==> src/design/vta_pkg.sv <==
// ----------------------------------------------------------------------------
// vta_pkg
// Shared types and constants for the vertex tangent accumulator.
// ----------------------------------------------------------------------------
package vta_pkg;

	localparam int MAX_VERTICES = 1024;
	localparam int VIDX_W       = 10;

	localparam logic [1:0] REQ_LOAD     = 2'd0;
	localparam logic [1:0] REQ_TRIANGLE = 2'd1;
	localparam logic [1:0] REQ_READ     = 2'd2;
	localparam logic [1:0] REQ_UNKNOWN  = 2'd3;

	localparam logic [9:0]         COUNT_MAX = 10'd1023;
	localparam logic signed [24:0] SUM_MAX   = 25'sd8388607;

	typedef struct packed {
		logic [1:0]        req_type;
		logic [9:0]        vertex_index;
		logic [9:0]        corner_a;
		logic [9:0]        corner_b;
		logic [9:0]        corner_c;
		logic signed [15:0] pos_x;
		logic signed [15:0] pos_y;
		logic signed [15:0] pos_z;
		logic signed [15:0] tex_u;
		logic signed [15:0] tex_v;
	} req_t;

	typedef struct packed {
		logic [9:0]         out_index;
		logic signed [15:0] tangent_x;
		logic signed [15:0] tangent_y;
		logic signed [15:0] tangent_z;
		logic               unused_vertex;
	} rsp_t;

	// one stored vertex
	typedef struct packed {
		logic signed [15:0] tex_v;
		logic signed [15:0] tex_u;
		logic signed [15:0] pos_z;
		logic signed [15:0] pos_y;
		logic signed [15:0] pos_x;
	} vtx_t;

	// one accumulator entry
	typedef struct packed {
		logic [9:0]         cnt;
		logic signed [23:0] sz;
		logic signed [23:0] sy;
		logic signed [23:0] sx;
	} acc_t;

	// handshake of the iterative units
	typedef struct packed {
		logic busy;
		logic done;
	} unit_sts_t;

endpackage

==> src/design/vta_isqrt.sv <==
// ----------------------------------------------------------------------------
// vta_isqrt
// Floor square root of a 62-bit value, one result bit per cycle.
// ----------------------------------------------------------------------------
module vta_isqrt (
	input  logic               clk,
	input  logic               arst_n,
	input  logic               start,
	input  logic [61:0]        x,
	output vta_pkg::unit_sts_t sts,
	output logic [30:0]        root
);

	logic [61:0] x_q;
	logic [61:0] r_q;
	logic [61:0] b_q;
	logic [4:0]  cnt_q;
	logic        busy_q;
	logic        done_q;
	logic [61:0] rb;

	assign rb = r_q + b_q;

	always_ff @(posedge clk or negedge arst_n) begin
		if (!arst_n) begin
			busy_q <= 1'b0;
			done_q <= 1'b0;
			cnt_q  <= '0;
		end else begin
			done_q <= 1'b0;
			if (start) begin
				busy_q <= 1'b1;
				cnt_q  <= 5'd30;
			end else if (busy_q) begin
				cnt_q <= cnt_q - 5'd1;
				if (cnt_q == 5'd0) begin
					busy_q <= 1'b0;
					done_q <= 1'b1;
				end
			end
		end
	end

	always_ff @(posedge clk) begin
		if (start) begin
			x_q <= x;
			r_q <= '0;
			b_q <= 62'(1) << 60;
		end else if (busy_q) begin
			if (x_q >= rb) begin
				x_q <= x_q - rb;
				r_q <= (r_q >> 1) + b_q;
			end else begin
				r_q <= r_q >> 1;
			end
			b_q <= b_q >> 2;
		end
	end

	assign sts.busy = busy_q;
	assign sts.done = done_q;
	assign root     = r_q[30:0];

endmodule

==> config.mk <==
export PLATFORM = sky130hd
export DESIGN_NAME = vta_isqrt
export DESIGN_NICKNAME = d
export VERILOG_FILES = /design/src/design/vta_pkg.sv /design/src/design/vta_isqrt.sv
export SDC_FILE = /design/constraint.sdc
export NUM_CORES = 1
export LEC_CHECK = 0
export BUFFER_PORTS_ARGS = -buffer_cell sky130_fd_sc_hd__buf_2
export CORE_AREA = 4 4 158 160
export DETAILED_ROUTE_END_ITERATION = 10
export DIE_AREA = 0 0 162 164
export PLACE_DENSITY = 0.81
export SETUP_SLACK_MARGIN = 0.15
export SKIP_LAST_GASP = 1
export SLEW_MARGIN = 20
export SYNTH_ARGS = -nofsm -noshare
export SYNTH_HDL_FRONTEND = slang
export SYNTH_SLANG_ARGS = --single-unit
==> constraint.sdc <==
create_clock -name clk -period 11.5 [get_ports clk]
set_clock_uncertainty 0.2 [all_clocks]
set_input_delay 1.15 -clock clk [delete_from_list [all_inputs] [get_ports clk]]
set_output_delay 1.15 -clock clk [all_outputs]
set_load 0.03 [all_outputs]
; Word level (Yosys, flattened, before mapping)
; Cells that the tools add are included.
[classes]
addsub = 4
multipliers = 0
div_mod_pow = 0
magnitude_cmp = 1
eq_ne = 0
shift = 0
n_mux = 12
bitwise = 0
n_reduce_logical = 4
[op_table]
columns = op, n
row1 = two-way mux 62 bit, 4
row2 = adder 61 x 61 -> 62 bit, 1
row3 = adder 62 x 61 -> 62 bit, 1
row4 = >= comparator 62 bit, 1
row5 = subtractor 62 bit, 1
row6 = two-way mux 5 bit, 2
row7 = two-way mux 1 bit, 6
row8 = zero test 5 bit, 1
row9 = subtractor 5 x 1 -> 5 bit (second input constant), 1
row10 = nonzero test 2 bit, 2
row11 = AND reduction 2 bit, 1
[word_totals]
ff_bits = 162
latch_bits = 0
ram_bits = 0
romBits = 0
elab_cells = 27
memories = 0

; Depth between registers and ports, before layout
[logic_depth]
ltp_word = 5
mapped_depth = 26

; Least setup slack after synthesis
; No wires, ideal clock.
[synth_timing]
path_type = flip-flop to flip-flop
start = reg r_q[4]
end = reg x_q[0] (enable)
t_arrival_ns = 9.152
slack_ns = 1.580
stages_incl_launch_ff = 23
n_path_buf = 4
period_less_slack_ns = 9.920
path_cell_list = dfxtp_1 ha_1 a21o_1 a41oi_1 o31ai_1 a21bo_2 a31oi_1 o41a_1 o31ai_1 a31o_2 a31oi_1 xor2_1 ha_1 clkbuf_1 and4_1 nand4_1 or3_1 and3_1 buf_6 and2_4 buf_6 clkbuf_1 o21ai_0
[synth_between]
elab_chain_len = 4
[synth_rtl]
columns = item, line
row1 = "start, declared", vta_isqrt.sv:15  ; logic [61:0] r_q;
row2 = "start signal, assigned", vta_isqrt.sv:52  ; r_q <= (r_q >> 1) + b_q;
row3 = "start signal, assigned", vta_isqrt.sv:54  ; r_q <= r_q >> 1;
row4 = adder 62 x 61 -> 62 bit, vta_isqrt.sv:22  ; assign rb = r_q + b_q;
row5 = >= comparator 62 bit, vta_isqrt.sv:50  ; if (x_q >= rb) begin
row6 = nonzero test 2 bit (no source line), --
row7 = AND reduction 2 bit (no source line), --
row8 = "end signal, assigned", vta_isqrt.sv:51  ; x_q <= x_q - rb;
row9 = "end, declared", vta_isqrt.sv:14  ; logic [61:0] x_q;
; Every way passes these cells.
; A chain may end at the register's enable or synchronous reset.

; Final worst setup path
[layout_timing]
start = reg r_q[2]
end = reg x_q[8] (enable)
; The elaborated chain is that of the path after synthesis.

==> results_dict.tcl <==
set metrics [dict create \
    status "finished clean" \
    crit_fanout 50 \
    fp.dieW_microns 162 \
    syn_area_sq_um 14700 \
    grt_overflow 0 \
    routabilityCongestion 1.00 \
    synth_warnings 0 \
    antenna_found_initial 0 \
    cts_root_buf "clkbuf_16" \
    startpoint_type "register" \
    rsz0062_at_grt "false" \
    slew_viol_final 0 \
    cts_tree "done" \
    cts_resized 0 \
    synthAdderAreaFrac_pct 11.0 \
    layout_commonest_cell "nand2_1" \
    vias 14100 \
    die_h_microns 164 \
    post_cts_buffers 0 \
    synth_compound_area_share_pct 26.1 \
    clock_path_buffers 2 \
    synth_enable_flop_cells 62 \
    start_util_pct 62.9 \
    layout.cells.non_filler 2198 \
    synth_top_family_by_area "compound AO/OA/AOI/OAI gates" \
    slew_headroom_pct 33.1 \
    synth-xor-area-share_pct 9.52 \
    required_ps 11380 \
    grt_pass1_vias 13300 \
    final_net_count 2060 \
    fp-row-count 56 \
    first_iter_violations 1404 \
    p_leak_nw 6.25 \
    drc 0 \
    ys_types 80 \
    synthSimpleGateAreaFrac_pct 18.8 \
    min_path_type "register to register" \
    min_delay_path_depth 2 \
    ir_drop_mv 0.141 \
    numCtsBuffers 17 \
    worstSetupEndpointType "register" \
    wl_per_cell_microns 18.9 \
    grtUsageTotal_pct 30.8 \
    h-tree-depth 4 \
    hold_buffers 0 \
    clock_sinks 162 \
    firstDrtPassIters 5 \
    ant_nets 0 \
    tns_ps 0 \
    port_buffers 97 \
    drt_wl_total_microns 41500 \
    num_antenna_cells 0 \
    ys_seq_area_share_pct 26.5 \
    postSynthCellCount 1871 \
    ios 98 \
    post-route-min-period_ps 7580 \
    core_sq_um 23400 \
    post-route-period-util_pct 66.0 \
    crit_type "register to register" \
    grt_pass1_wl_microns 67200 \
    final_cell_mix "nand2_1 (228), nor2_1 (185), a21oi_1 (154)" \
    p_per_area_nw_per_um2 223 \
    worstPathArrival_ps 7460 \
    fmax_mhz 132 \
    utilization_pct 66.8 \
    clk_transition_reported_paths_ps 80 \
    setup_viol 0 \
    synth_flop_cell "dfxtp_1" \
    syn_avg_cell_area_sq_um 7.86 \
    ys_seq_elements 162 \
    hold_violations 0 \
    insertion_delay_ps 440 \
    synthToLayoutAreaGrowth_pct 6.21 \
    async_flop_share_pct 4.32 \
    drive_above_1_share_pct 8.99 \
    maxCapViolCount 0 \
    worst_slew_pin_slew_ps 1000 \
    syn-num-nets 2065 \
    ff2ff_path_depth 23 \
    dp.cells 2166 \
    synthMuxAreaShare_pct 3.11 \
    dp_hpwl_microns 31000 \
    grt_max_degree 88 \
    dieArea_sq_um 26600 \
    via_per_inst 6.40 \
]
==> synth_stat cells, types with 7 or more instances <==
master | number | share of area (%)
dfxtp_1 | 93 | 13
a31oi_1 | 57 | 2.4
nor2b_1 | 18 | 0.77
o211ai_1 | 8 | 0.41
nand3_1 | 35 | 1.2
buf_2 | 8 | 0.27
clkbuf_1 | 77 | 2.0
buf_4 | 33 | 1.7
nand2b_1 | 9 | 0.38
buf_1 | 7 | 0.18
a211oi_1 | 39 | 2.0
a21oi_1 | 154 | 5.2
dfrtp_1 | 7 | 1.2
nor3_1 | 40 | 1.4
or3_1 | 13 | 0.55
xor2_1 | 67 | 4.0
and3_1 | 10 | 0.43
a21boi_0 | 11 | 0.56
a221oi_1 | 11 | 0.65
nand2_1 | 228 | 5.8
o21bai_1 | 25 | 1.3
a311oi_1 | 15 | 0.89
ha_1 | 128 | 11
o21a_1 | 13 | 0.66
a21o_1 | 35 | 1.8
o21ai_0 | 149 | 5.1
inv_1 | 28 | 0.71
and2_1 | 9 | 0.38
o32ai_1 | 7 | 0.42
mux2i_1 | 39 | 2.7
nand4_1 | 35 | 1.5
a31o_2 | 11 | 0.65
o31ai_1 | 18 | 0.92
edfxtp_1 | 62 | 13
nor2_1 | 185 | 4.7
xnor2_1 | 93 | 5.5
==> metal layers <==
| metal | wire (microns) | share of wire, % | up-vias | global-route usage (%) |
|---|---|---|---|---|
| li1 | - | - | 6862 | - |
| met4 | 1310 | 3.2 | 0 | 10.4 |
| met2 | 17900 | 43 | 620 | 47.8 |
| met1 | 18900 | 46 | 6488 | 43.4 |
| met3 | 3400 | 8.2 | 101 | 5.75 |
| met5 | 0 | 0 | - | 0 |
==> layout make-up <==
cell class | count | area, sq um
multi-input cells | 1552 | 10100
fillers | 2032 | 7770
flip-flops and latches | 162 | 3900
repair buffers | 104 | 544
clock buffers | 23 | 520
well taps | 319 | 399
inverters | 29 | 109
clock inverters | 9 | 65.1
==> registers in the layout (all words and copies together), names as in the netlist <==
register and flops:
done_q 1, b_q 31, r_q 62, cnt_q 5
x_q 62, busy_q 1
==> metrics by stage <==
step	worst slack [ps]	hold WS, ps	instance area [sq um]	total power, W
CTS	4020	322	15600	0.00345
global placement	4230	300	15000	0.00284
global route	3470	327	15600	0.00373
detailed placement	4060	310	15000	0.00287
finish	3920	317	15600	0.00349
floorplan	1580	278	14700	0.00244
==> where the power goes <==
part / total (W) / switching [W] / internal, W
clock: 0.000572 / 0.000250 / 0.000321
combinational: 0.00201 / 0.00125 / 0.000752
sequential: 0.000908 / 0.000103 / 0.000805
total: 0.00349 / 0.00161 / 0.00188
==> worst paths after layout <==
check                       start  slack, ps  endpoint
setup / recovery           r_q[2]       3920    x_q[8]
hold / removal             r_q[0]        320    r_q[0]
setup reg to reg           r_q[2]       3920    x_q[8]
hold reg to reg            r_q[0]        320    r_q[0]
max in group asynchronous  arst_n      10590    busy_q
min in group asynchronous  arst_n        340  cnt_q[3]
==> logic make-up (layout without fill, tap and decap cells) <==
kind of cell,count (synthesis),after routing
buf+inv,157,165
mux,45,45
flops,162,162
compound gates,605,605
xor+xnor,160,160
simple gates,613,613
fa+ha+maj,129,129
==> critical path, stage by stage (launching register included) <==
cell and delay, ps:
dfxtp_1 370, ha_1 370, a31oi_1 160, a211oi_1 510, nand3_1 270, a311oi_1 590, o21a_1 340, a21oi_1 120
o21ai_0 290, a21o_1 210, a31oi_1 100, xor2_1 160, ha_1 360, inv_1 90, nor2_1 190, nand3_1 130
nor3_1 270, nand4_1 110, or3_1 320, and3_1 190, buf_4 260, and2_4 370, o21ai_4 500, buf_4 620
Power figures use the tool's default switching activity.
