File: src/design/vta_pkg.sv
// ----------------------------------------------------------------------------
// vta_pkg
// Shared types and constants for the vertex tangent accumulator.
// ----------------------------------------------------------------------------
package vta_pkg;

	localparam int MAX_VERTICES = 1024;
	localparam int VIDX_W       = 10;

	localparam logic [1:0] REQ_LOAD     = 2'd0;
	localparam logic [1:0] REQ_TRIANGLE = 2'd1;
	localparam logic [1:0] REQ_READ     = 2'd2;
	localparam logic [1:0] REQ_UNKNOWN  = 2'd3;

	localparam logic [9:0]         COUNT_MAX = 10'd1023;
	localparam logic signed [24:0] SUM_MAX   = 25'sd8388607;

	typedef struct packed {
		logic [1:0]        req_type;
		logic [9:0]        vertex_index;
		logic [9:0]        corner_a;
		logic [9:0]        corner_b;
		logic [9:0]        corner_c;
		logic signed [15:0] pos_x;
		logic signed [15:0] pos_y;
		logic signed [15:0] pos_z;
		logic signed [15:0] tex_u;
		logic signed [15:0] tex_v;
	} req_t;

	typedef struct packed {
		logic [9:0]         out_index;
		logic signed [15:0] tangent_x;
		logic signed [15:0] tangent_y;
		logic signed [15:0] tangent_z;
		logic               unused_vertex;
	} rsp_t;

	// one stored vertex
	typedef struct packed {
		logic signed [15:0] tex_v;
		logic signed [15:0] tex_u;
		logic signed [15:0] pos_z;
		logic signed [15:0] pos_y;
		logic signed [15:0] pos_x;
	} vtx_t;

	// one accumulator entry
	typedef struct packed {
		logic [9:0]         cnt;
		logic signed [23:0] sz;
		logic signed [23:0] sy;
		logic signed [23:0] sx;
	} acc_t;

	// handshake of the iterative units
	typedef struct packed {
		logic busy;
		logic done;
	} unit_sts_t;

endpackage

File: src/design/vta_div.sv
// ----------------------------------------------------------------------------
// vta_div
// Restoring divider, 24 quotient bits, one bit per cycle.
// Needs num < den * 2^24.
// ----------------------------------------------------------------------------
module vta_div (
	input  logic               clk,
	input  logic               arst_n,
	input  logic               start,
	input  logic [47:0]        num,
	input  logic [30:0]        den,
	output vta_pkg::unit_sts_t sts,
	output logic [23:0]        quo
);

	logic [30:0] rem_q;
	logic [30:0] den_q;
	logic [23:0] nsh_q;
	logic [23:0] q_q;
	logic [4:0]  cnt_q;
	logic        busy_q;
	logic        done_q;
	logic [31:0] trial;
	logic        ge;

	assign trial = {rem_q, nsh_q[23]};
	assign ge    = trial >= {1'b0, den_q};

	always_ff @(posedge clk or negedge arst_n) begin
		if (!arst_n) begin
			busy_q <= 1'b0;
			done_q <= 1'b0;
			cnt_q  <= '0;
		end else begin
			done_q <= 1'b0;
			if (start) begin
				busy_q <= 1'b1;
				cnt_q  <= 5'd23;
			end else if (busy_q) begin
				cnt_q <= cnt_q - 5'd1;
				if (cnt_q == 5'd0) begin
					busy_q <= 1'b0;
					done_q <= 1'b1;
				end
			end
		end
	end

	always_ff @(posedge clk) begin
		if (start) begin
			rem_q <= {7'd0, num[47:24]};
			nsh_q <= num[23:0];
			den_q <= den;
			q_q   <= '0;
		end else if (busy_q) begin
			if (ge) begin
				rem_q <= 31'(trial - {1'b0, den_q});
			end else begin
				rem_q <= trial[30:0];
			end
			nsh_q <= nsh_q << 1;
			q_q   <= {q_q[22:0], ge};
		end
	end

	assign sts.busy = busy_q;
	assign sts.done = done_q;
	assign quo      = q_q;

endmodule

File: config.mk
export PLATFORM = sky130hd
export DESIGN_NAME = vta_div
export DESIGN_NICKNAME = d
export VERILOG_FILES = /design/src/design/vta_pkg.sv /design/src/design/vta_div.sv
export SDC_FILE = /design/constraint.sdc
export NUM_CORES = 1
export LEC_CHECK = 0
export BUFFER_PORTS_ARGS = -buffer_cell sky130_fd_sc_hd__buf_2
export CAP_MARGIN = 20
export CORE_MARGIN = 2
export CORE_UTILIZATION = 40
export CTS_CLUSTER_DIAMETER = 60
export DETAILED_ROUTE_END_ITERATION = 7
export SLEW_MARGIN = 5
export SYNTH_ARGS = -nofsm -noshare
export SYNTH_HDL_FRONTEND = slang
export SYNTH_SLANG_ARGS = --single-unit
File: constraint.sdc
create_clock -name clk -period 3.3 [get_ports clk]
set_input_delay 0.66 -clock clk [delete_from_list [all_inputs] [get_ports clk]]
set_output_delay 0.66 -clock clk [all_outputs]
set_load 0.005 [all_outputs]
* Word level (Yosys, flattened, before mapping)
Cells that the tools add are included.
Word-level totals: output and inout port bits 26, logic and storage cells 26, flip-flop bits (word level) 117, bits of input ports 82
Cells by class: order comparisons 1, reductions and logical operators 2, add/sub/neg operators 2, multiplexer cells 13
Operators by type and width (number):
- 24-bit 2-to-1 mux | 4
- 32-bit by 31-bit >= comparator with 1-bit output | 1
- 31-bit 2-to-1 mux | 1
- 31-bit subtractor | 1
- 5-bit 2-to-1 mux | 2
- 1-bit 2-to-1 mux | 6
- 5-bit logical NOT | 1
- 5-bit by 1-bit subtractor with 5-bit output, second input constant | 1
- 2-bit nonzero test | 1

* Longest topological paths before layout
Gate-level depths: netlist of the first run.
depth in word-level cells 4, gate-level depth with buffers 14, mapped depth without buffers 12

* Worst setup path after synthesis of the first run
Ideal clock, no wire load.
path kind reg2reg, from register den_q[0], to register rem_q[22] (data pin), arrival time 2798 ps, period minus slack after synthesis 3056 ps, library setup time 258 ps, cell stages (with the launch flop) 13, setup slack 244 ps, path buffers 1, required time 3042 ps, cell sequence edfxtp_1 -> ha_1 -> fa_1 -> nand2b_1 -> a21oi_2 -> o2111ai_2 -> o211ai_2 -> a21oi_2 -> o41a_1 -> buf_6 -> or3_1 -> mux2i_1 -> nor3_1
On the way: cells in the longest elaborated chain, start to end 4, elaborated cells on any way between the ends 5, those cells by class add/sub (1); order compare (1); mux (3)
RTL lines:
- start: declaration | line vta_div.sv:17 | logic [30:0] den_q;
- start signal: assignment | line vta_div.sv:53 | den_q <= den;
- 31-bit subtractor / 32-bit by 31-bit >= comparator with 1-bit output (equally long branches) | line vta_div.sv:57, vta_div.sv:27
- 31-bit 2-to-1 mux (*) | line vta_div.sv:56 | if (ge) begin
- 24-bit 2-to-1 mux (*) | line vta_div.sv:55 | end else if (busy_q) begin
- 24-bit 2-to-1 mux (*) | line vta_div.sv:50 | if (start) begin
- end signal: assignment | line vta_div.sv:51 | rem_q <= {7'd0, num[47:24]};
- end signal: assignment | line vta_div.sv:57 | rem_q <= 31'(trial - {1'b0, den_q});
- end signal: assignment | line vta_div.sv:59 | rem_q <= trial[30:0];
- end: declaration | line vta_div.sv:16 | logic [30:0] rem_q;
Every way passes the cells marked *; elsewhere a longest branch is shown, timed or not. The select of a mux whose other input is x is not followed. A chain may end at the register's enable or synchronous reset.

* Final worst setup path of the first run
from register den_q[0], to register rem_q[11] (data pin)
The elaborated chain is that of the path after synthesis.

==> flow_metrics.py, run 1 <==
metrics = {
    "job": {
        "drv_cap": 0,
    },
    "synthesis": {
        "synth.area.top_cells": "edfxtp_1 37%, dfxtp_1 9.6%, ha_1 6.4%, mux2_2 5.2%, a21oi_1 4.0%",
        "yosysTopAreaCellShare": 0.366,
        "synth.most_common_cell": "edfxtp_1",
        "netlist_top_cells_count": "79 x edfxtp_1, 58 x nor2_1, 52 x a21oi_1",
        "yosysUniqueCellTypes": 58,
        "ys_ff_latch": 117,
        "async_reset_ff_frac": 0.0598,
        "post-synth-top-area-cell": "edfxtp_1",
        "syn_area_mm2": 0.00649,
        "synth_nets": 737,
        "synth_enable_flop_cells": 79,
        "ys_dominant_reg_cell": "edfxtp_1",
        "syn_inst": 621,
        "ys_seq_area_frac": 0.488,
        "syn_area_per_cell_um2": 10.4,
        "yosys_warnings": 0,
    },
    "sta": {
        "max_freq_mhz": 320,
        "tightest_slew_ns": 0.517,
        "post-route-period-util": 0.947,
        "grt_setup_unrepaired": "false",
        "slew_headroom": 0.653,
        "setup_slack_ns": 0.175,
        "drv_slew": 0,
        "period_minus_slack_ns": 3.13,
        "setup_tns_ns": 0,
        "setup_violations": 0,
        "finClkSkew_ns": 0.0130,
        "final-hold-violation-count": 0,
    },
    "die": {
        "start_util": 0.408,
        "die_w_um": 131,
        "ios": 108,
        "fp.dieH_um": 131,
        "die_area_mm2": 0.0173,
        "core_mm2": 0.0159,
        "fp-row-count": 46,
    },
    "worst_setup_path": {
        "crit_path_max_fanout": 12,
        "crit_path_end_kind": "register",
        "crit_type": "register to register",
        "cp.required_ns": 3.57,
        "start_kind": "register",
        "arrival_ns": 3.39,
    },
    "clock_network": {
        "cts_root_buffer": "clkbuf_16",
        "hold_buffers": 0,
        "clk_path_buf_depth": 2,
        "cts_sinks": 117,
        "path_clk_slew_ns": 0.07,
        "numCtsBuffers": 17,
        "h-tree-depth": 4,
        "tritoncts": "built",
        "clk_latency_ns": 0.43,
    },
    "hold_path": {
        "min_path_type": "input pin to asynchronous set/reset pin",
    },
    "drt": {
        "dr.max_layer_used": "met4",
        "wire_per_inst_um": 15.5,
        "drt_drc_violations_left": 0,
        "wl_met3_um": 898,
        "totalWireLength_um": 15000,
        "vias": 4977,
        "drtIter0Drc": 337,
        "wl_met1_um": 7080,
        "ant_nets": 0,
        "wl_met2_um": 6790,
        "vias_per_cell": 5.14,
        "dr.pass1.iters": 5,
    },
    "global_route": {
        "grt_pass1_wl_um": 24700,
        "grt_overflow": 0,
        "grt_max_degree": 102,
        "grt_use_total": 0.179,
        "grt_pass1_vias": 4909,
        "antenna_found_initial": 2,
    },
    "placement": {
        "place_ws_ns": 0.0391,
        "portBuffers": 107,
        "hpwl_um": 10200,
        "gp_congestion": 0.864,
        "dp.cells": 928,
    },
    "outcome": {
        "outcome": "completed",
    },
    "power_and_ir_drop": {
        "peakVddDrop_mv": 0.465,
        "p_leak_nw": 3.67,
        "power_density_mw_per_mm2": 882,
    },
    "final_layout": {
        "layout.nets": 853,
        "syn_to_final_growth_pct": 23.7,
        "fin_cells": 968,
        "drive_gt1_frac": 0.277,
        "nFillCells": 1490,
        "postLayoutCoreUtil": 0.505,
    },
}
-- report_power, final --
part	total [W]	internal [W]	switching, W	leakage [nW]
logic	0.00316	0.00143	0.00172	2.24
clock network	0.00186	0.00109	0.000774	0.300
registers	0.00206	0.00189	0.000162	1.13
-- metal layers --
layer / global-route usage / vias up
met5: 0 / -
met4: 0.0586 / 0
met3: 0.0598 / 14
met2: 0.273 / 130
met1: 0.240 / 2350
li1: - / 2483
-- cell families after synthesis --
group | count (synthesis) | synth area share
mux | 54 | 0.0891
xor+xnor | 26 | 0.0351
simple gates | 149 | 0.109
flops | 117 | 0.488
buf+inv | 83 | 0.0532
fa+ha+maj | 34 | 0.0667
compound gates | 158 | 0.159
-- flip-flops by register name, summed over array words and instances, names as in the netlist --
name    count
busy_q      1
nsh_q      24
quo        24
rem_q      31
den_q      31
cnt_q       5
done_q      1
-- final cells by class --
cell class	instances	area [um^2]	area share
sequential	117	3170	0.395
multi-input combinational	421	3010	0.376
timing repair buffer	132	785	0.0978
clock buffer	19	475	0.0593
tap	216	270	0.0337
inverter	48	180	0.0225
clock inverter	13	124	0.0154
antenna	2	5.00	0.000624
-- repair_timing --
action	CTS	global route
hold endpoints to repair	0	0
gates resized for setup	0	7
endpoints found under the setup margin	0	5
setup buffers	0	5
-- critical path: stages, from the launching register on --
cell and delay, ns:
edfxtp_1 0.37, ha_2 0.21, fa_2 0.35, nand2b_4 0.16
a21oi_4 0.18, o2111ai_2 0.17, o211ai_2 0.19, a21oi_2 0.07
o41a_1 0.49, buf_12 0.18, buf_4 0.14, nor3b_1 0.17
a21oi_1 0.10, a31oi_1 0.19
-- stage by stage --
stage | instance area [um^2] | hold WS [ns] | total power [W]
after floorplan | 6490 | 0.364 | 0.00421
after global placement | 7320 | 0.474 | 0.00494
after detailed placement | 7320 | 0.482 | 0.00499
after CTS | 7920 | 0.0433 | 0.00689
after global routing | 8020 | 0.0501 | 0.00756
final | 8020 | 0.0529 | 0.00708
-- placed cells by master, fill, tap and decap left out, types with 5 or more instances in the layout --
master     Yosys  final
a211oi_1      11     11
inv_8          0      5
inv_6          0      5
dfrtp_1        7      6
clkbuf_16      0     20
nand2_1       33     33
dfxtp_1       31     31
nor2_1        58     58
inv_1         47     47
buf_2          6    106
xor2_1        14     14
nand2b_1      10      9
edfxtp_1      79     79
a21oi_1       52     52
xnor2_1       12     12
nand4_1        6      6
o21ai_0       28     28
a311oi_1       6      5
o211ai_1       7      7
nor3_1         6      6
buf_4          3     21
a21o_1        18     18
nor3b_1        5      5
mux2i_1       24     24
ha_1          33     31
nand3_1       10     10
mux2_2        30     30
a31oi_1        6      6
-- worst paths after layout --
path / startpoint / cells after the start / slack (ns) / to
setup / recovery: den_q[0] / 13 / 0.17 / rem_q[11]
hold / removal: arst_n / 1 / 0.05 / cnt_q[4]
setup reg to reg: den_q[0] / 13 / 0.17 / rem_q[11]
hold reg to reg: quo[23] / 2 / 0.49 / quo[23]
max in group asynchronous: arst_n / 1 / 3.07 / busy_q
min in group clk: den[18] / 1 / 0.41 / den_q[18]
(Power assumes the default switching activity.)
==> run 2, diff against run 1 <==
--- a/config.mk
+++ b/config.mk
@@ -5,6 +5,7 @@
 export SDC_FILE = /design/constraint.sdc
 export NUM_CORES = 1
 export LEC_CHECK = 0
+export ABC_AREA = 1
 export BUFFER_PORTS_ARGS = -buffer_cell sky130_fd_sc_hd__buf_2
 export CAP_MARGIN = 20
 export CORE_MARGIN = 2
==> run 2 against run 1 <==
Design area grew 8.5%. Hold slack gained 0.0030 ns. Clock skew grew 0.0013 ns. Fmax grew 15%. Synthesized area grew 13%. Die area grew 13%. Core utilization shrank 2.2 points. Power shrank 1.1%. Register-to-register slack gained 0.41 ns. Setup slack gained 0.41 ns. Synthesized cell count grew 63%. Non-clock buffer count shrank 19. Critical path type unchanged.
==> flow_metrics.py, run 2 <==
metrics = {
    "final_layout": {
        "antenna_cells": 0,
        "top_regs": "den_q (31), rem_q (31)",
        "drive_gt1_frac": 0.156,
        "layout_commonest_cell": "nand2_1",
        "syn_to_final_growth_pct": 18.3,
        "layout.nets": 1234,
        "final_cell_mix": "407 x nand2_1, 188 x inv_1, 107 x buf_2",
    },
    "global_route": {
        "grt_pass1_vias": 6276,
        "grt_use_total": 0.198,
        "antenna_found_initial": 0,
        "grt_overflow": 0,
        "grt_pass1_wl_um": 30700,
        "grt_max_degree": 55,
    },
    "clock_network": {
        "hold_buffers": 0,
        "cts_sinks": 117,
        "clk_latency_ns": 0.43,
        "tritoncts": "built",
        "cts_root_buffer": "clkbuf_16",
        "ctsResizeCount": 0,
        "post_cts_buffers": 0,
        "h-tree-depth": 4,
        "path_clk_slew_ns": 0.06,
        "numCtsBuffers": 17,
        "clk_path_buf_depth": 2,
    },
    "synthesis": {
        "syn_inst": 1011,
        "netlist_top_cells_count": "407 x nand2_1, 189 x inv_1, 79 x edfxtp_1",
        "ys_dominant_reg_cell": "edfxtp_1",
        "synth_enable_flop_cells": 79,
        "synth_nets": 1127,
        "syn_area_per_cell_um2": 7.28,
        "syn_area_mm2": 0.00736,
        "yosysTopAreaCellShare": 0.322,
        "yosysUniqueCellTypes": 39,
        "ys_seq_area_frac": 0.430,
        "synth.area.top_cells": "edfxtp_1 32%, nand2_1 21%, inv_1 9.6%, dfxtp_1 8.4%, ha_1 5.6%",
        "post-synth-top-area-cell": "edfxtp_1",
        "ys_ff_latch": 117,
        "yosys_warnings": 0,
        "async_reset_ff_frac": 0.0598,
        "synth.most_common_cell": "nand2_1",
    },
    "drt": {
        "vias_per_cell": 4.65,
        "ant_nets": 0,
        "wire_per_inst_um": 13.5,
        "drt_drc_violations_left": 0,
        "totalWireLength_um": 18400,
        "drtIter0Drc": 326,
        "dr.pass1.iters": 4,
        "vias": 6328,
    },
    "worst_setup_path": {
        "crit_type": "register to register",
        "crit_path_end_kind": "register",
        "arrival_ns": 2.89,
        "worst_path_max_delay_cell": "fa_1",
        "start_kind": "register",
        "cp_top_family": "simple AND/OR/NAND/NOR gates",
        "crit_path_max_fanout": 32,
        "cp.required_ns": 3.48,
        "critPathMaxStageDelay_ns": 0.41,
        "path_cells": "ha_1 > fa_1 > inv_1 > nand2_1 > nand2_1 > nand3_1 > nand2_2 > nand2_1 > nand3_2 > nand2_4 > nand2_4 > nand2_1 > nand3_1 > nand2_1",
        "crit_buf_inv": 1,
        "cpMostUsedCell": "nand2_1",
    },
    "placement": {
        "gp_congestion": 0.909,
        "hpwl_um": 13800,
        "place_ws_ns": 0.546,
        "portBuffers": 107,
    },
    "die": {
        "ios": 108,
        "die_w_um": 140,
        "fp.dieH_um": 140,
        "die_area_mm2": 0.0195,
        "start_util": 0.408,
        "core_mm2": 0.0180,
        "fp-row-count": 49,
    },
    "job": {
        "drv_cap": 0,
    },
    "outcome": {
        "outcome": "completed",
    },
    "sta": {
        "drv_slew": 0,
        "grt_setup_unrepaired": "false",
        "finClkSkew_ns": 0.0144,
        "tightest_slew_ns": 0.668,
        "final-hold-violation-count": 0,
        "post-route-period-util": 0.822,
        "setup_violations": 0,
        "period_minus_slack_ns": 2.71,
        "setup_tns_ns": 0,
        "slew_headroom": 0.554,
        "max_freq_mhz": 369,
        "setup_slack_ns": 0.588,
    },
    "hold_path": {
        "min_path_type": "input pin to asynchronous set/reset pin",
    },
    "power_and_ir_drop": {
        "p_leak_nw": 4.64,
        "peakVddDrop_mv": 0.391,
        "power_density_mw_per_mm2": 804,
    },
}
run 2: area by class of cell:
type / count / area [um^2]
clock buffers: 20 / 489
clock inverters: 12 / 105
fillers: 1899 / 9320
inverters: 195 / 732
multi-input cells: 674 / 3330
flip-flops and latches: 117 / 3170
well taps: 229 / 287
repair buffers: 113 / 593
run 2: worst paths after layout:
kind	startpoint	endpoint	slack [ns]	cells after the start
setup reg to reg	den_q[0]	rem_q[22]	0.59	14
min in group clk	den[4]	den_q[4]	0.40	1
setup / recovery	den_q[0]	rem_q[22]	0.59	14
hold / removal	arst_n	cnt_q[1]	0.06	1
max in group asynchronous	arst_n	busy_q	3.08	1
hold reg to reg	quo[23]	quo[23]	0.46	2
run 2: kinds of logic (layout without fill, tap and decap cells):
logic type,after synthesis,in the layout,synth area share
fa+ha+maj,34,34,0.0588
buf+inv,220,340,0.117
simple gates,577,577,0.338
flops,117,117,0.430
compound gates,48,48,0.0384
xor+xnor,15,15,0.0178
run 2: power by group:
part	switching (W)	internal, W	leakage [nW]
Sequential	0.000126	0.00186	1.16
Combinational	0.00203	0.00113	3.19
Clock	0.000764	0.00110	0.298
run 2: through the flow:
step | utilization | hold slack, ns | instance area, um^2 | cells | total power (W)
floorplan | - | 0.364 | 7360 | 1011 | 0.00442
global placement | 0.450 | 0.438 | 8110 | 1328 | 0.00515
detailed placement | 0.450 | 0.448 | 8110 | 1328 | 0.00516
CTS | 0.483 | 0.0491 | 8710 | 1360 | 0.00705
global route | 0.483 | 0.0543 | 8710 | 1360 | 0.00760
finish | 0.483 | 0.0559 | 8710 | 1360 | 0.00700
run 2: layer usage:
layer | GRT usage | vias up | share of wire
met1 | 0.265 | 2837 | 0.49
met2 | 0.319 | 123 | 0.45
met3 | 0.0606 | 12 | 0.053
met4 | 0.0411 | 0 | 0.0082
li1 | - | 3356 | -
met5 | 0 | - | 0
==> run 3, diff against run 2 <==
--- a/config.mk
+++ b/config.mk
@@ -5,7 +5,7 @@
 export SDC_FILE = /design/constraint.sdc
 export NUM_CORES = 1
 export LEC_CHECK = 0
-export ABC_AREA = 1
+export ABC_AREA = 0
 export BUFFER_PORTS_ARGS = -buffer_cell sky130_fd_sc_hd__buf_2
 export CAP_MARGIN = 20
 export CORE_MARGIN = 2
==> constraint.sdc (replaced) <==
create_clock -name clk -period 2.5 [get_ports clk]
set_input_delay 0.5 -clock clk [delete_from_list [all_inputs] [get_ports clk]]
set_output_delay 0.5 -clock clk [all_outputs]
set_load 0.005 [all_outputs]
==> run 3 against run 2 <==
The run now ends with negative setup slack left. Clock power grew 31%. Cell count shrank 21%. Combinational power grew 92%. Setup slack lost 1.0 ns. Clock skew shrank 0.0057 ns. Sequential share of layout area shrank 1.6 points. Via count shrank 15%. Fmax shrank 8.4%. Largest power group unchanged. Highest routed layer unchanged.
==> flow_metrics.py, run 3 (same netlist as run 1, synthesis figures left out) <==
metrics = {
    "power_and_ir_drop": {
        "swShare": 0.358,
        "power_w": 0.0112,
        "p_leak_nw": 4.29,
        "p_switching_w": 0.00401,
        "power_density_mw_per_mm2": 1230,
        "p_int_w": 0.00720,
        "seq_power_share": 0.242,
        "peakVddDrop_mv": 0.662,
        "comb_power_share": 0.541,
        "clkPwrFrac": 0.217,
    },
    "die": {
        "core_mm2": 0.0159,
        "die_area_mm2": 0.0173,
        "fp-row-count": 46,
        "die_w_um": 131,
        "fp.dieH_um": 131,
        "start_util": 0.408,
        "ios": 108,
    },
    "clock_network": {
        "clk_latency_ns": 0.42,
        "cts_root_buffer": "clkbuf_16",
        "h-tree-depth": 4,
        "clk_path_buf_depth": 2,
        "tritoncts": "built",
        "cts_sinks": 117,
        "path_clk_slew_ns": 0.06,
        "numCtsBuffers": 17,
    },
    "final_layout": {
        "layout.nets": 962,
        "final_cell_mix": "119 x buf_4, 106 x buf_2, 79 x edfxtp_1",
        "antenna_cells": 0,
        "drive_gt1_frac": 0.410,
        "stdcell_area_mm2": 0.00911,
        "syn_to_final_growth_pct": 40.4,
        "fin_cells": 1075,
        "multi_input_area_mm2": 0.00324,
        "top_regs": "den_q (31), rem_q (31)",
        "seqCellArea_mm2": 0.00317,
        "nFillCells": 1409,
        "layout_commonest_cell": "buf_4",
    },
    "sta": {
        "final-hold-violation-count": 0,
        "drv_slew": 0,
        "setup_violations": 32,
        "slew_headroom": 0.642,
        "max_freq_mhz": 338,
        "tightest_slew_ns": 0.536,
        "setup_slack_ns": -0.461,
        "post-route-period-util": 1.18,
        "finClkSkew_ns": 0.00869,
        "grt_setup_unrepaired": "true",
        "period_minus_slack_ns": 2.96,
    },
    "worst_setup_path": {
        "crit_type": "register to register",
        "crit_path_max_fanout": 7,
        "crit_path_end_kind": "register",
        "r2r_start": "nsh_q[23]",
        "cp.required_ns": 2.66,
        "start_kind": "register",
        "cp-startpoint": "nsh_q[23]",
        "arrival_ns": 3.12,
    },
    "placement": {
        "hpwl_um": 11100,
        "gp_congestion": 0.889,
        "post_dp_cell_area_mm2": 0.00810,
        "dp.cells": 1024,
        "portBuffers": 107,
    },
    "drt": {
        "vias_per_cell": 5.02,
        "totalWireLength_um": 16100,
        "drt_drc_violations_left": 0,
        "vias": 5392,
        "dr.pass1.iters": 4,
        "ant_nets": 0,
        "drtIter0Drc": 304,
        "wire_per_inst_um": 15.0,
    },
    "job": {
        "drv_cap": 0,
    },
    "outcome": {
        "outcome": "finished, violations left",
        "violations": "negative setup slack",
    },
    "hold_path": {
        "hold_start": "den[1]",
        "min_path_type": "input pin to register",
    },
    "global_route": {
        "grt_max_degree": 80,
        "grt_pass1_wl_um": 26500,
        "grt_pass1_vias": 5501,
        "grt_overflow": 0,
        "grt_use_total": 0.188,
        "antenna_found_initial": 0,
    },
}
==> run 3: changes by cell type in the layout (fill, tap and decap cells not counted), sizes merged, moves of 10 or more <==
cell / previous run / this run
a211oi: 0 / 11
a21o: 0 / 18
a21oi: 18 / 54
buf: 113 / 239
inv: 202 / 53
mux2: 0 / 30
mux2i: 0 / 24
nand2: 417 / 33
nand2b: 0 / 10
nand3: 64 / 10
nand3b: 25 / 0
o21ai: 5 / 29
o22ai: 22 / 0
xor2: 2 / 14
==> run 3: repair_timing <==
action | 4_1_cts | 5_1_grt
setup endpoints to repair | 32 | 32
buffers inserted | 10 | 11
hold endpoints to repair | 7 | 0
resized for setup | 26 | 34
hold buffers | 1 | 0
pin swaps | 17 | 14
gates cloned | 0 | 1
==> run 3: final timing paths <==
check / endpoint / slack [ns] / cells after the start
worst max register to register: rem_q[23] / -0.46 / 14
min in group asynchronous: done_q / 0.45 / 2
max in group asynchronous: busy_q / 1.88 / 2
worst min register to register: quo[23] / 0.51 / 2
worst min-delay path: den_q[1] / 0.26 / 1
worst max-delay path: rem_q[23] / -0.46 / 14
==> run 3: layout make-up <==
cell class	instances	area share
Multi-Input combinational cell	421	0.355
Clock buffer	22	0.0570
Tap cell	216	0.0297
Timing Repair Buffer	241	0.182
Inverter	48	0.0198
Clock inverter	10	0.00865
Sequential cell	117	0.348
==> run 3: layer usage <==
metal	track usage	up-vias	part of all wire
li1	-	2704	-
met1	0.248	2581	0.48
met2	0.305	95	0.48
met3	0.0455	12	0.033
met4	0.0640	0	0.011
met5	0	-	0
==> run 3: per-stage QoR <==
| step | worst slack, ns | hold WS [ns] | util | TNS (ns) |
|---|---|---|---|---|
| after global placement | -0.428 | 0.336 | 0.510 | -8.74 |
| after CTS | -0.492 | 0.235 | 0.558 | -12.71 |
| final | -0.461 | 0.257 | 0.573 | -12.13 |
| after global routing | -0.631 | 0.234 | 0.573 | -16.54 |
| after floorplan | -0.361 | 0.204 | - | -7.93 |
| after detailed placement | -0.509 | 0.340 | 0.510 | -11.76 |
==> run 3: critical path, cell delays in order, from the launching register on <==
cell and delay [ns]:
edfxtp_1 0.34, inv_1 0.05, ha_2 0.19, fa_2 0.35
nand2b_4 0.16, a21oi_4 0.15, o2111ai_2 0.17, o211ai_2 0.21
a21oi_2 0.06, o41a_1 0.35, buf_6 0.16, buf_4 0.12
buf_4 0.14, nor3_1 0.19, a21oi_1 0.06
==> run 3: power by group through the flow <==
stage               registers, W  clock network, W  logic [W]
CTS                      0.00270           0.00249    0.00544
detailed placement       0.00273                 0    0.00504
global route             0.00275           0.00257    0.00664
global placement         0.00272                 0    0.00497
finish                   0.00271           0.00243    0.00607
floorplan                0.00268                 0    0.00303
